--- src/design/mhc_pkg.sv ---
// Shared types and constants for the median hysteresis classifier.
// No dependencies; imported by every module of the block.
`default_nettype none
package mhc_pkg;

    // Window depth and field widths
    localparam int WINDOW     = 5;
    localparam int SAMPLE_W   = 10;
    localparam int LIGHT_W    = 11;
    localparam int AGE_W      = $clog2(WINDOW);
    localparam int MID_CELL   = WINDOW / 2;
    localparam logic [AGE_W-1:0] AGE_OLDEST = AGE_W'(WINDOW - 1);

    // Configuration register indexes
    localparam int CFG_IDX_W = 1;
    typedef enum logic [CFG_IDX_W-1:0] {
        REG_LIGHT = 1'b0,
        REG_DARK  = 1'b1
    } t_cfg_reg;

    // Stream widths
    localparam int IN_DATA_W  = 16;
    localparam int OUT_DATA_W = 16;

    // Link from a cell to the cell above it (after the oldest entry is removed)
    typedef struct packed {
        logic                shift;      // oldest entry sits at or below this cell
        logic [SAMPLE_W-1:0] value;      // surviving value at this place
        logic [AGE_W-1:0]    age;        // its age
        logic                gt;         // surviving value is above the new sample
    } t_up_link;

    // Link from a cell to the cell below it (its stored content)
    typedef struct packed {
        logic                present;
        logic [SAMPLE_W-1:0] value;
        logic [AGE_W-1:0]    age;
    } t_down_link;

endpackage
`default_nettype wire

--- src/design/mhc_cell.sv ---
// One cell of the sorted window: holds one value and its age.
// Depends on mhc_pkg; instantiated by mhc_chain.
`default_nettype none
module mhc_cell (
    input  wire logic                         i_clk,
    input  wire logic                         i_rst_n,
    input  wire logic                         i_load,
    input  wire logic [mhc_pkg::SAMPLE_W-1:0] i_sample,
    input  wire logic [mhc_pkg::AGE_W-1:0]    i_reset_age,
    input  wire mhc_pkg::t_up_link            i_below,
    input  wire mhc_pkg::t_down_link          i_above,
    output mhc_pkg::t_up_link                 o_up,
    output mhc_pkg::t_down_link               o_down
);
    import mhc_pkg::*;

    logic [SAMPLE_W-1:0] r_value, n_value;
    logic [AGE_W-1:0]    r_age, n_age;
    logic                w_shift;
    logic [SAMPLE_W-1:0] w_keep_value;
    logic [AGE_W-1:0]    w_keep_age;
    logic                w_gt;

    // Drop the oldest entry: cells above it move down by one place
    always_comb begin
        w_shift      = i_below.shift | (r_age == AGE_OLDEST);
        w_keep_value = w_shift ? i_above.value : r_value;
        w_keep_age   = w_shift ? i_above.age   : r_age;
        if (w_shift && !i_above.present) begin
            w_gt = 1'b1;
        end else begin
            w_gt = w_keep_value > i_sample;
        end
    end

    // Insert the new sample: larger survivors move up by one place
    always_comb begin
        if (i_below.gt) begin
            n_value = i_below.value;
            n_age   = i_below.age + AGE_W'(1);
        end else if (w_gt) begin
            n_value = i_sample;
            n_age   = '0;
        end else begin
            n_value = w_keep_value;
            n_age   = w_keep_age + AGE_W'(1);
        end
    end

    always_ff @(posedge i_clk) begin
        if (!i_rst_n) begin
            r_value <= '0;
            r_age   <= i_reset_age;
        end else if (i_load) begin
            r_value <= n_value;
            r_age   <= n_age;
        end
    end

    assign o_up   = '{shift: w_shift, value: w_keep_value, age: w_keep_age, gt: w_gt};
    assign o_down = '{present: 1'b1, value: r_value, age: r_age};

endmodule
`default_nettype wire

--- src/design/mhc_chain.sv ---
// Row of sorting cells that keeps the window in ascending order.
// Depends on mhc_pkg and mhc_cell; instantiated by the top level.
`default_nettype none
module mhc_chain (
    input  wire logic                         i_clk,
    input  wire logic                         i_rst_n,
    input  wire logic                         i_load,
    input  wire logic [mhc_pkg::SAMPLE_W-1:0] i_sample,
    output logic [mhc_pkg::SAMPLE_W-1:0]      o_median
);
    import mhc_pkg::*;

    t_up_link   w_up   [WINDOW+1];
    t_down_link w_down [WINDOW+1];
    logic [WINDOW-1:0] w_oldest;
    logic [WINDOW-1:0] w_order_ok;

    // Ends of the chain: nothing below the first cell, nothing above the last
    assign w_up[0]        = '{shift: 1'b0, value: '0, age: '0, gt: 1'b0};
    assign w_down[WINDOW] = '{present: 1'b0, value: '0, age: '0};

    for (genvar g = 0; g < WINDOW; g++) begin : g_cell
        mhc_cell u_cell (
            .i_clk       (i_clk),
            .i_rst_n     (i_rst_n),
            .i_load      (i_load),
            .i_sample    (i_sample),
            .i_reset_age (AGE_W'(WINDOW - 1 - g)),
            .i_below     (w_up[g]),
            .i_above     (w_down[g+1]),
            .o_up        (w_up[g+1]),
            .o_down      (w_down[g])
        );
        assign w_oldest[g] = (w_down[g].age == AGE_OLDEST);
        if (g == WINDOW - 1) begin : g_top
            assign w_order_ok[g] = 1'b1;
        end else begin : g_mid
            assign w_order_ok[g] = w_down[g].value <= w_down[g+1].value;
        end
    end

    assign o_median = w_down[MID_CELL].value;

`ifndef SYNTH
    // Exactly one cell holds the oldest entry
    a_one_oldest: assert property (@(posedge i_clk) disable iff (!i_rst_n)
        $onehot(w_oldest))
        else $error("window must hold exactly one oldest entry");

    // Cells stay in ascending order
    a_sorted: assert property (@(posedge i_clk) disable iff (!i_rst_n)
        &w_order_ok)
        else $error("window cells out of order");

    // Without a load the window holds
    a_hold: assert property (@(posedge i_clk) disable iff (!i_rst_n)
        !i_load |=> $stable(o_median))
        else $error("median changed without a new sample");
`endif

endmodule
`default_nettype wire

--- src/design/median_hysteresis_classifier.sv ---
// Top level: running median over a window of samples with a hysteresis classifier.
// Depends on mhc_pkg and mhc_chain.
//
// Use: one instance per sensor channel. Samples arrive on the slave stream
// (s_axis, tdata bits [9:0] = sample). Each accepted request replaces the
// oldest entry of the window; the median of the window and the classified
// level leave on the master stream (m_axis, tdata [9:0] = median_value,
// [10] = level).
// Path: an accepted sample first updates the row of sorting cells; the middle
// stage then compares the median with the thresholds and registers the result.
// Throughput: one sample per cycle while m_axis_tready stays high; the rate is
// set by the output handshake alone.
// Reset (synchronous, active low): window cleared to zeros, level 0,
// light threshold 0, dark threshold 1023, no result pending.
// Stall: when the receiver holds m_axis_tready low, the result register holds and
// one further sample waits in the middle stage; then s_axis_tready drops. The user
// writes thresholds on the cfg port only while idle; the block doesn't enforce it.
`default_nettype none
module median_hysteresis_classifier (
    input  wire logic                            i_clk,
    input  wire logic                            i_rst_n,
    // slave stream: [9:0] sample
    input  wire logic                            s_axis_tvalid,
    output logic                                 s_axis_tready,
    input  wire logic [mhc_pkg::IN_DATA_W-1:0]   s_axis_tdata,
    // master stream: [9:0] median_value, [10] level
    output logic                                 m_axis_tvalid,
    input  wire logic                            m_axis_tready,
    output logic [mhc_pkg::OUT_DATA_W-1:0]       m_axis_tdata,
    // configuration write port
    input  wire logic                            i_cfg_we,
    input  wire logic [mhc_pkg::CFG_IDX_W-1:0]   i_cfg_index,
    input  wire logic [mhc_pkg::LIGHT_W-1:0]     i_cfg_data
);
    import mhc_pkg::*;

    logic [LIGHT_W-1:0]  r_light;
    logic [SAMPLE_W-1:0] r_dark;
    logic                r_mid_valid;
    logic                r_out_valid;
    logic                r_level, n_level;
    logic [SAMPLE_W-1:0] r_out_median;
    logic                w_accept;
    logic                w_advance;
    logic [SAMPLE_W-1:0] w_median;

    // Threshold registers
    always_ff @(posedge i_clk) begin
        if (!i_rst_n) begin
            r_light <= '0;
            r_dark  <= SAMPLE_W'(1023);
        end else if (i_cfg_we) begin
            case (i_cfg_index)
                REG_LIGHT: r_light <= i_cfg_data;
                REG_DARK:  r_dark  <= i_cfg_data[SAMPLE_W-1:0];
                default: ;
            endcase
        end
    end

    // Handshake: advance the middle stage when the output register frees up
    assign w_advance     = !r_out_valid || m_axis_tready;
    assign s_axis_tready = !r_mid_valid || w_advance;
    assign w_accept      = s_axis_tvalid && s_axis_tready;

    mhc_chain u_chain (
        .i_clk    (i_clk),
        .i_rst_n  (i_rst_n),
        .i_load   (w_accept),
        .i_sample (s_axis_tdata[SAMPLE_W-1:0]),
        .o_median (w_median)
    );

    // Classify with hysteresis; the light test wins when both hold
    always_comb begin
        n_level = r_level;
        if ({1'b0, w_median} < r_light) begin
            n_level = 1'b1;
        end else if (w_median > r_dark) begin
            n_level = 1'b0;
        end
    end

    always_ff @(posedge i_clk) begin
        if (!i_rst_n) begin
            r_mid_valid <= 1'b0;
            r_out_valid <= 1'b0;
            r_level     <= 1'b0;
        end else begin
            if (w_accept) begin
                r_mid_valid <= 1'b1;
            end else if (w_advance) begin
                r_mid_valid <= 1'b0;
            end
            if (w_advance) begin
                r_out_valid <= r_mid_valid;
                if (r_mid_valid) begin
                    r_level <= n_level;
                end
            end
        end
    end

    // Result payload
    always_ff @(posedge i_clk) begin
        if (w_advance && r_mid_valid) begin
            r_out_median <= w_median;
        end
    end

    assign m_axis_tvalid = r_out_valid;
    assign m_axis_tdata  = {{(OUT_DATA_W - SAMPLE_W - 1){1'b0}}, r_level, r_out_median};

endmodule
`default_nettype wire

--- config.mk ---
export PLATFORM = sky130hd
export DESIGN_NAME = median_hysteresis_classifier
export DESIGN_NICKNAME = d
export VERILOG_FILES = /design/src/design/mhc_pkg.sv /design/src/design/mhc_cell.sv /design/src/design/mhc_chain.sv /design/src/design/median_hysteresis_classifier.sv
export SDC_FILE = /design/constraint.sdc
export NUM_CORES = 1
export LEC_CHECK = 0
export BUFFER_PORTS_ARGS = -buffer_cell sky130_fd_sc_hd__clkbuf_2
export CAP_MARGIN = 15
export CORE_UTILIZATION = 50
export CTS_BUF_LIST = sky130_fd_sc_hd__clkbuf_4
export DETAILED_ROUTE_END_ITERATION = 8
export PLACE_DENSITY = 0.71
export SLEW_MARGIN = 0
export SYNTH_ARGS = -nofsm -noshare
export SYNTH_HDL_FRONTEND = slang
export SYNTH_SLANG_ARGS = --single-unit
--- constraint.sdc ---
create_clock -name i_clk -period 3.6 [get_ports i_clk]
set_input_delay 0.72 -clock i_clk [delete_from_list [all_inputs] [get_ports i_clk]]
set_output_delay 0.72 -clock i_clk [all_outputs]
set_load 0.01 [all_outputs]
### Word-level counts from Yosys, hierarchy flattened

Cells that the tools add are included.

| storage, ports and cells | value |
|---|---|
| bits in registers | 99 |
| bits of input ports | 33 |
| logic and storage cells | 82 |

| operators by class | value |
|---|---|
| add/sub/neg operators | 5 |
| order comparisons | 7 |
| eq/ne operators | 5 |
| mux-type cells | 33 |
| bitwise operators | 5 |
| reduce and logical (&&, ||, !) cells | 11 |

Operators by type and width:

| kind | number |
|---|---|
| $mux W10 | 14 |
| $gt A10 B10 Y1 | 6 |
| $mux W3 | 14 |
| $add A3 B1 Y3 const B | 5 |
| $eq A3 B3 Y1 const B | 5 |
| $lt A10 B11 Y1 | 1 |
| $mux W1 | 5 |
| $or A1 B1 Y1 | 4 |
| $reduce_and A2 Y1 | 2 |
| $reduce_bool A2 Y1 | 2 |
| $reduce_and A3 Y1 | 1 |
| $logic_and A1 B1 Y1 | 2 |
| $logic_not A1 Y1 | 2 |
| $logic_or A1 B1 Y1 | 2 |
| $not A1 Y1 | 1 |

### Logic depth before layout (Yosys ltp)

| logic depth | value |
|---|---|
| depth after elaboration | 10 |
| depth in mapped cells | 14 |

### Cells and area by module

Synthesis repeated with hierarchy kept, for this count alone.

| second synthesis, totals | value |
|---|---|
| cell total of the unflattened synthesis | 904 |
| area total of the unflattened synthesis | 7857.5 um2 |

Modules (own cells, without submodules):

| module | times used | cells an instance | area each (um2) | seq. area each (um2) |
|---|---|---|---|---|
| mhc_cell at u_chain.g_cell[0].u_cell ... | 3 | 144 | 1227.4 | 290.3 |
| median_hysteresis_classifier | 1 | 182 | 1711.6 | 780.7 |
| mhc_cell at u_chain.g_cell[1].u_cell | 1 | 144 | 1229.9 | 290.3 |
| mhc_cell at u_chain.g_cell[3].u_cell | 1 | 144 | 1226.2 | 290.3 |
| mhc_chain | 1 | 2 | 7.5 | 0.0 |

### Least setup slack after synthesis

No wires, ideal clock.

| path | value |
|---|---|
| path type | register -> register |
| from | reg u_chain.g_cell[0].u_cell.r_age[1] |
| to | reg u_chain.g_cell[2].u_cell.r_value[2] |
| arrival | 3.269 ns |
| required time | 3.526 ns |
| setup slack | 0.257 ns |
| stages on the path, launching flop included | 14 |
| buffers on the path | 3 |
| period minus slack after synthesis | 3.343 ns |
| cell sequence | dfxtp_1 > nor3b_4 > nor3_1 > buf_4 > mux2_2 > ha_1 > a21oi_1 > o21ai_0 > a2111oi_0 > or2_2 > clkbuf_1 > buf_2 > nand3_1 > a31oi_1 |

| between the ends | value |
|---|---|
| word-level cells in the longest chain between the ends | 7 |
| elaborated cells between the ends (all ways) | 9 |
| classes of those cells | order compare (2); eq/ne (1); mux (4); bitwise (2) |

Ends and longest elaborated chain:

| item | line | RTL |
|---|---|---|
| from (decl) | mhc_cell.sv:18 | `logic [AGE_W-1:0] r_age, n_age;` |
| from (signal assigned) | mhc_cell.sv:53 | `r_age <= i_reset_age;` |
| from (signal assigned) | mhc_cell.sv:56 | `r_age <= n_age;` |
| $eq A3 B3 Y1 * | - |  |
| $or A1 B1 Y1 * | mhc_cell.sv:26 | `w_shift = i_below.shift \| (r_age == AGE_OLDEST);` |
| $or A1 B1 Y1 | mhc_cell.sv:26 |  |
| $mux W10 | mhc_cell.sv:27 | `w_keep_value = w_shift ? i_above.value : r_value;` |
| $gt A10 B10 Y1 | mhc_cell.sv:32 | `w_gt = w_keep_value > i_sample;` |
| $mux W10 | mhc_cell.sv:41 | `end else if (w_gt) begin` |
| $mux W10 * | mhc_cell.sv:38 | `if (i_below.gt) begin` |
| to (signal assigned) | mhc_cell.sv:55 | `r_value <= n_value;` |
| to (decl) | mhc_cell.sv:17 | `logic [SAMPLE_W-1:0] r_value, n_value;` |

Mark *: on every way between the ends. The rest lies on a longest branch, timed or not.
A chain may end at the register's enable or synchronous reset.

### Worst setup path in the final report

| path | value |
|---|---|
| from | reg u_chain.g_cell[0].u_cell.r_age[2] |
| to | reg u_chain.g_cell[4].u_cell.r_value[0] |

| between the ends | value |
|---|---|
| word-level cells in the longest chain between the ends | 10 |
| elaborated cells between the ends (all ways) | 12 |
| classes of those cells | order compare (2); eq/ne (1); mux (5); bitwise (4) |

Ends and longest elaborated chain:

| item | line | RTL |
|---|---|---|
| $eq A3 B3 Y1 * | - |  |
| $or A1 B1 Y1 * (3 in a row) | mhc_cell.sv:26 |  |
| $or A1 B1 Y1 | mhc_cell.sv:26 |  |
| $mux W10 | mhc_cell.sv:27 |  |
| $gt A10 B10 Y1 | mhc_cell.sv:32 |  |
| $mux W1 | mhc_cell.sv:29 | `if (w_shift && !i_above.present) begin` |
| $mux W10 | mhc_cell.sv:41 |  |
| $mux W10 * | mhc_cell.sv:38 |  |
| to (signal assigned) | mhc_cell.sv:55 |  |
| to (decl) | mhc_cell.sv:17 |  |

Marks and branches as above.

==> summary.md <==
| Metric | Value |
|---|---|
| Initial DRC count | between 500 and 600 |
| Cell occurring most often along the worst timing path | buf_4 |
| Final number of max-transition violations | 0 |
| Ys flop type | dfxtp_1 |
| Port Buffers | 39 |
| Growth of design area from synthesis to finish | 13.0% |
| DIE WIDTH | around 120 um |
| Synthesized area per cell | 8.47 um2 |
| LEAKAGE | 0.00363 uW |
| Outcome | complete, no violations |
| Worst slew margin relative to its limit | 0.529 |
| Highest cell delay on the worst timing path | approximately 0.44 ns |
| Cell area after synthesis | 6970 um2 |
| Fraction of final layout cells with drive strength greater than 1 | 0.178 |
| Area of the core | approximately 13000 um2 |
| Number of enable-type register cells in the synthesized netlist | 10 |
| Hold Path Cell Cnt | 3 |
| Die Footprint | 14400 um2 |
| I/O pin count | 51 |
| Reg2reg setup slack | about 0.13 ns |
| Count of unique library cells instantiated by Yosys | 70 |
| Final core utilization | 0.588 |
| Depth of the worst register-to-register path | 14 |
| Peak supply drop | 0.405 mV |
| Kind of critical path | reg -> reg |
| Biggest fanout along the worst timing path | 9 |
| Fin Hold WS | 0.447 ns |
| Gr ovfl total | 0 |
| CTS sink count | 99 |
| Initial Utilization | 0.520 |
| Vias in the first global route | 6558 |
| Post-Place Worst Slack | -0.0937 ns |
| Share of Yosys cell area claimed by the top area cell type | 0.256 |
| Slew at the pin with the worst max-slew slack | 0.704 ns |
| Post-route DRC violation count | 0 |
| Number of CTS-inserted buffers | 9 |
| Number of iterations in the first detailed-routing pass | 5 |
| Final routed wirelength across all metal layers | 19.9 mm |
| Async set-or-reset flop fraction in the synthesized netlist | 0 |
| Top cells by area in the synthesized netlist | dfxtp_1, ha_1, nand2_1, edfxtp_1, a21oi_1 |
| Via count | about 6.6k |
| Die span in y | approximately 120 um |
| Number of nets at the end of the flow | 985 |
| Number of synthesized register bits | 99 |
| Worst setup path startpoint | u_chain.g_cell[0].u_cell.r_age[2] |
| Count of final hold-check violations | 0 |
| Last weighted congestion value of the routability-driven placer | 0.887 |
| Maximum Capacitance Violations | 0 |
| DR vias/cell | 6.26 |
| Number of failing setup endpoints in the final timing report | 0 |
| Final standard cell area without fillers | 7880 um2 |
| Clock input transition at the sequential cells of the worst setup and hold paths | 0.16 ns |
| Hold crit path type | in -> reg |
| Worst Path Arrival | 3.87 ns |
| Std cell rows | 42 |
| First-pass GRT wire length | 32.2 mm |
| Wire length per cell after detailed routing | 18.8 um |
| Number of cells on the critical path | 14 |
| Capture point of the critical path | u_chain.g_cell[4].u_cell.r_value[0] |
| Maximum frequency from static timing analysis | 0.288 GHz |
| Max Buffers Root-to-Sink | 2 |
| Total of warnings raised by yosys | 0 |
| Detailed placer's ending HPWL | 14.8 mm |
| Synthesized instance count | 823 |
| Endpoint kind of the worst setup timing path | register |
| Maximum number of pins on one net before global-route repair | between 50 and 60 |
| Master cell of the clock root buffer | clkbuf_4 |
| H-tree depth | 3 |
| Final worst clock skew | 0.0199 ns |
| Power density normalized to cell area | 651 nW/um2 |
| Crit path buf inv count | 4 |
| Antenna violation net count after detailed routing | 0 |
| Setup total negative slack | 0 ns |
| Cell taking the most area after synthesis | dfxtp_1 |
| Cell with the largest stage delay on the worst path | a2111o_1 |
| Critical path, cell by cell | nor3b_4, buf_4, nor4_4, buf_4, clkbuf_16, mux2_2, ha_1, nand4_1, a211oi_1, a2111o_1, buf_6, and3_1, o32a_1, o31ai_1 |
| Gr usage total | 0.282 |
| Clock latency reported for the late side of the worst-skew pair | 0.49 ns |
| Destination of the worst register-to-register timing path | u_chain.g_cell[4].u_cell.r_value[0] |
| Share of the clock period used by the worst path after layout | 0.963 |
| # fillers | 1184 |
| Required time of the worst setup path | around 4.0 ns |
| Register area share after synthesis | 0.299 |
| Worst-case setup margin in the final layout | 0.131 ns |
| Antenna violations before repair | 1 |
| Top delay family on crit path | compound AO/OA/AOI/OAI gates |
| Setup repair after global routing missed its margin | yes |
| Nature of the critical path startpoint | register |
| Placed Area | 7510 um2 |
| Worst reg2reg startpoint | u_chain.g_cell[0].u_cell.r_age[2] |
| Post-CTS Hold Fix Bufs | 0 |
| TritonCTS clock tree | yes |
| Min cycle time layout | 3.47 ns |
layout make-up:
class                   count  area, um2  area share
clock buffers              11       82.6      0.0105
multi-input cells         626       4500       0.572
repair buffers             99        721      0.0915
clock inverters             5        103      0.0130
well taps                 176        220      0.0280
diodes                      1       2.50    0.000318
flip-flops and latches     99       2080       0.264
inverters                  43        161      0.0205
state kept, by name, indices dropped and copies added, names as in the netlist:
| signal | count |
|---|---|
| u_chain.g_cell.u_cell.r_value | 50 |
| m_axis_tvalid | 1 |
| r_out_median | 10 |
| r_light | 11 |
| r_dark | 10 |
| u_chain.g_cell.u_cell.r_age | 15 |
| r_mid_valid | 1 |
| r_level | 1 |
logic make-up after synthesis:
logic type,after synthesis,synth area share
AO/OA/AOI/OAI,265,0.253
AND/OR/NAND/NOR,234,0.177
buffers and inverters,102,0.0618
flip-flops,99,0.299
adder cells (fa/ha/maj),74,0.133
multiplexers,43,0.0693
XOR/XNOR,5,0.00629
other,1,0.000538
per-layer routing:
| metal | wire (um) | GRT usage | vias to the layer above |
|---|---|---|---|
| li1 | - | - | 3166 |
| met1 | 8310 | 0.343 | 3143 |
| met2 | 9400 | 0.471 | 276 |
| met3 | 1560 | 0.0623 | 48 |
| met4 | 633 | 0.130 | 0 |
| met5 | 0 | 0 | - |
per-stage QoR:
stage / power (uW) / std cells
2_1_floorplan: 3280 / 827
3_3_place_gp: 3970 / 1028
3_5_place_dp: 4060 / 1028
4_1_cts: 4830 / 1044
5_1_grt: 5460 / 1060
6_report: 5120 / 1060
worst min-delay path: cells and delay by family:
family,cells,cell delay [ns]
compound gates,1,0.06
buf+inv,1,0.08
simple gates,1,0.04
worst min path at each step:
stage	startpoint	endpoint	slack (ns)
detailed placement	u_chain.g_cell[0].u_cell.r_value[9]	u_chain.g_cell[0].u_cell.r_value[9]	0.45
finish	i_cfg_data[10]	r_light[10]	0.45
global placement	u_chain.g_cell[0].u_cell.r_value[9]	u_chain.g_cell[0].u_cell.r_value[9]	0.45
floorplan	u_chain.g_cell[0].u_cell.r_value[9]	u_chain.g_cell[0].u_cell.r_value[9]	0.44
CTS	i_cfg_data[10]	r_light[10]	0.43
global route	i_cfg_data[5]	r_light[5]	0.42
what timing repair did:
item                       in CTS  in global routing
gates resized for setup         1                 12
pin swaps                       0                  5
setup endpoints to repair      26                 51
buffers inserted                0                 14
gates cloned                    0                  1
report_power, final:
group | leakage, uW | switching, uW | internal (uW)
Clock | 0.0000971 | 392 | 366
Combinational | 0.00270 | 1550 | 1360
Sequential | 0.000826 | 161 | 1290
Yosys cell counts, types with 9 or more instances:
library cell and number:
dfxtp_1 89, a41oi_1 9, a21boi_0 12, edfxtp_1 10
a221o_1 9, o22ai_1 13, inv_1 43, and2_1 25
a32oi_1 10, a211oi_1 14, mux2i_1 16, a31oi_1 15
and3_1 20, ha_1 74, nand2_1 82, a21o_1 21
o211ai_1 13, nand3_1 40, nor2_1 11, nand3b_1 9
nand4_1 12, a21oi_1 58, o21ai_0 58, clkbuf_1 41
mux2_2 22
cell usage in the layout, fill, tap and decap left out, types with 11 or more instances in the layout:
master	count
a21o_1	21
nor2_1	11
clkbuf_2	39
inv_1	43
mux2i_1	16
and2_1	25
o22ai_1	13
clkbuf_4	11
o21ai_0	56
and3_1	20
nand2_1	82
buf_4	53
nand3_1	40
dfxtp_1	89
mux2_2	22
a31oi_1	15
a211oi_1	13
ha_1	74
a21oi_1	58
o211ai_1	13
nand4_1	12
a21boi_0	12
Note: power is estimated with default switching activity, not from simulation.
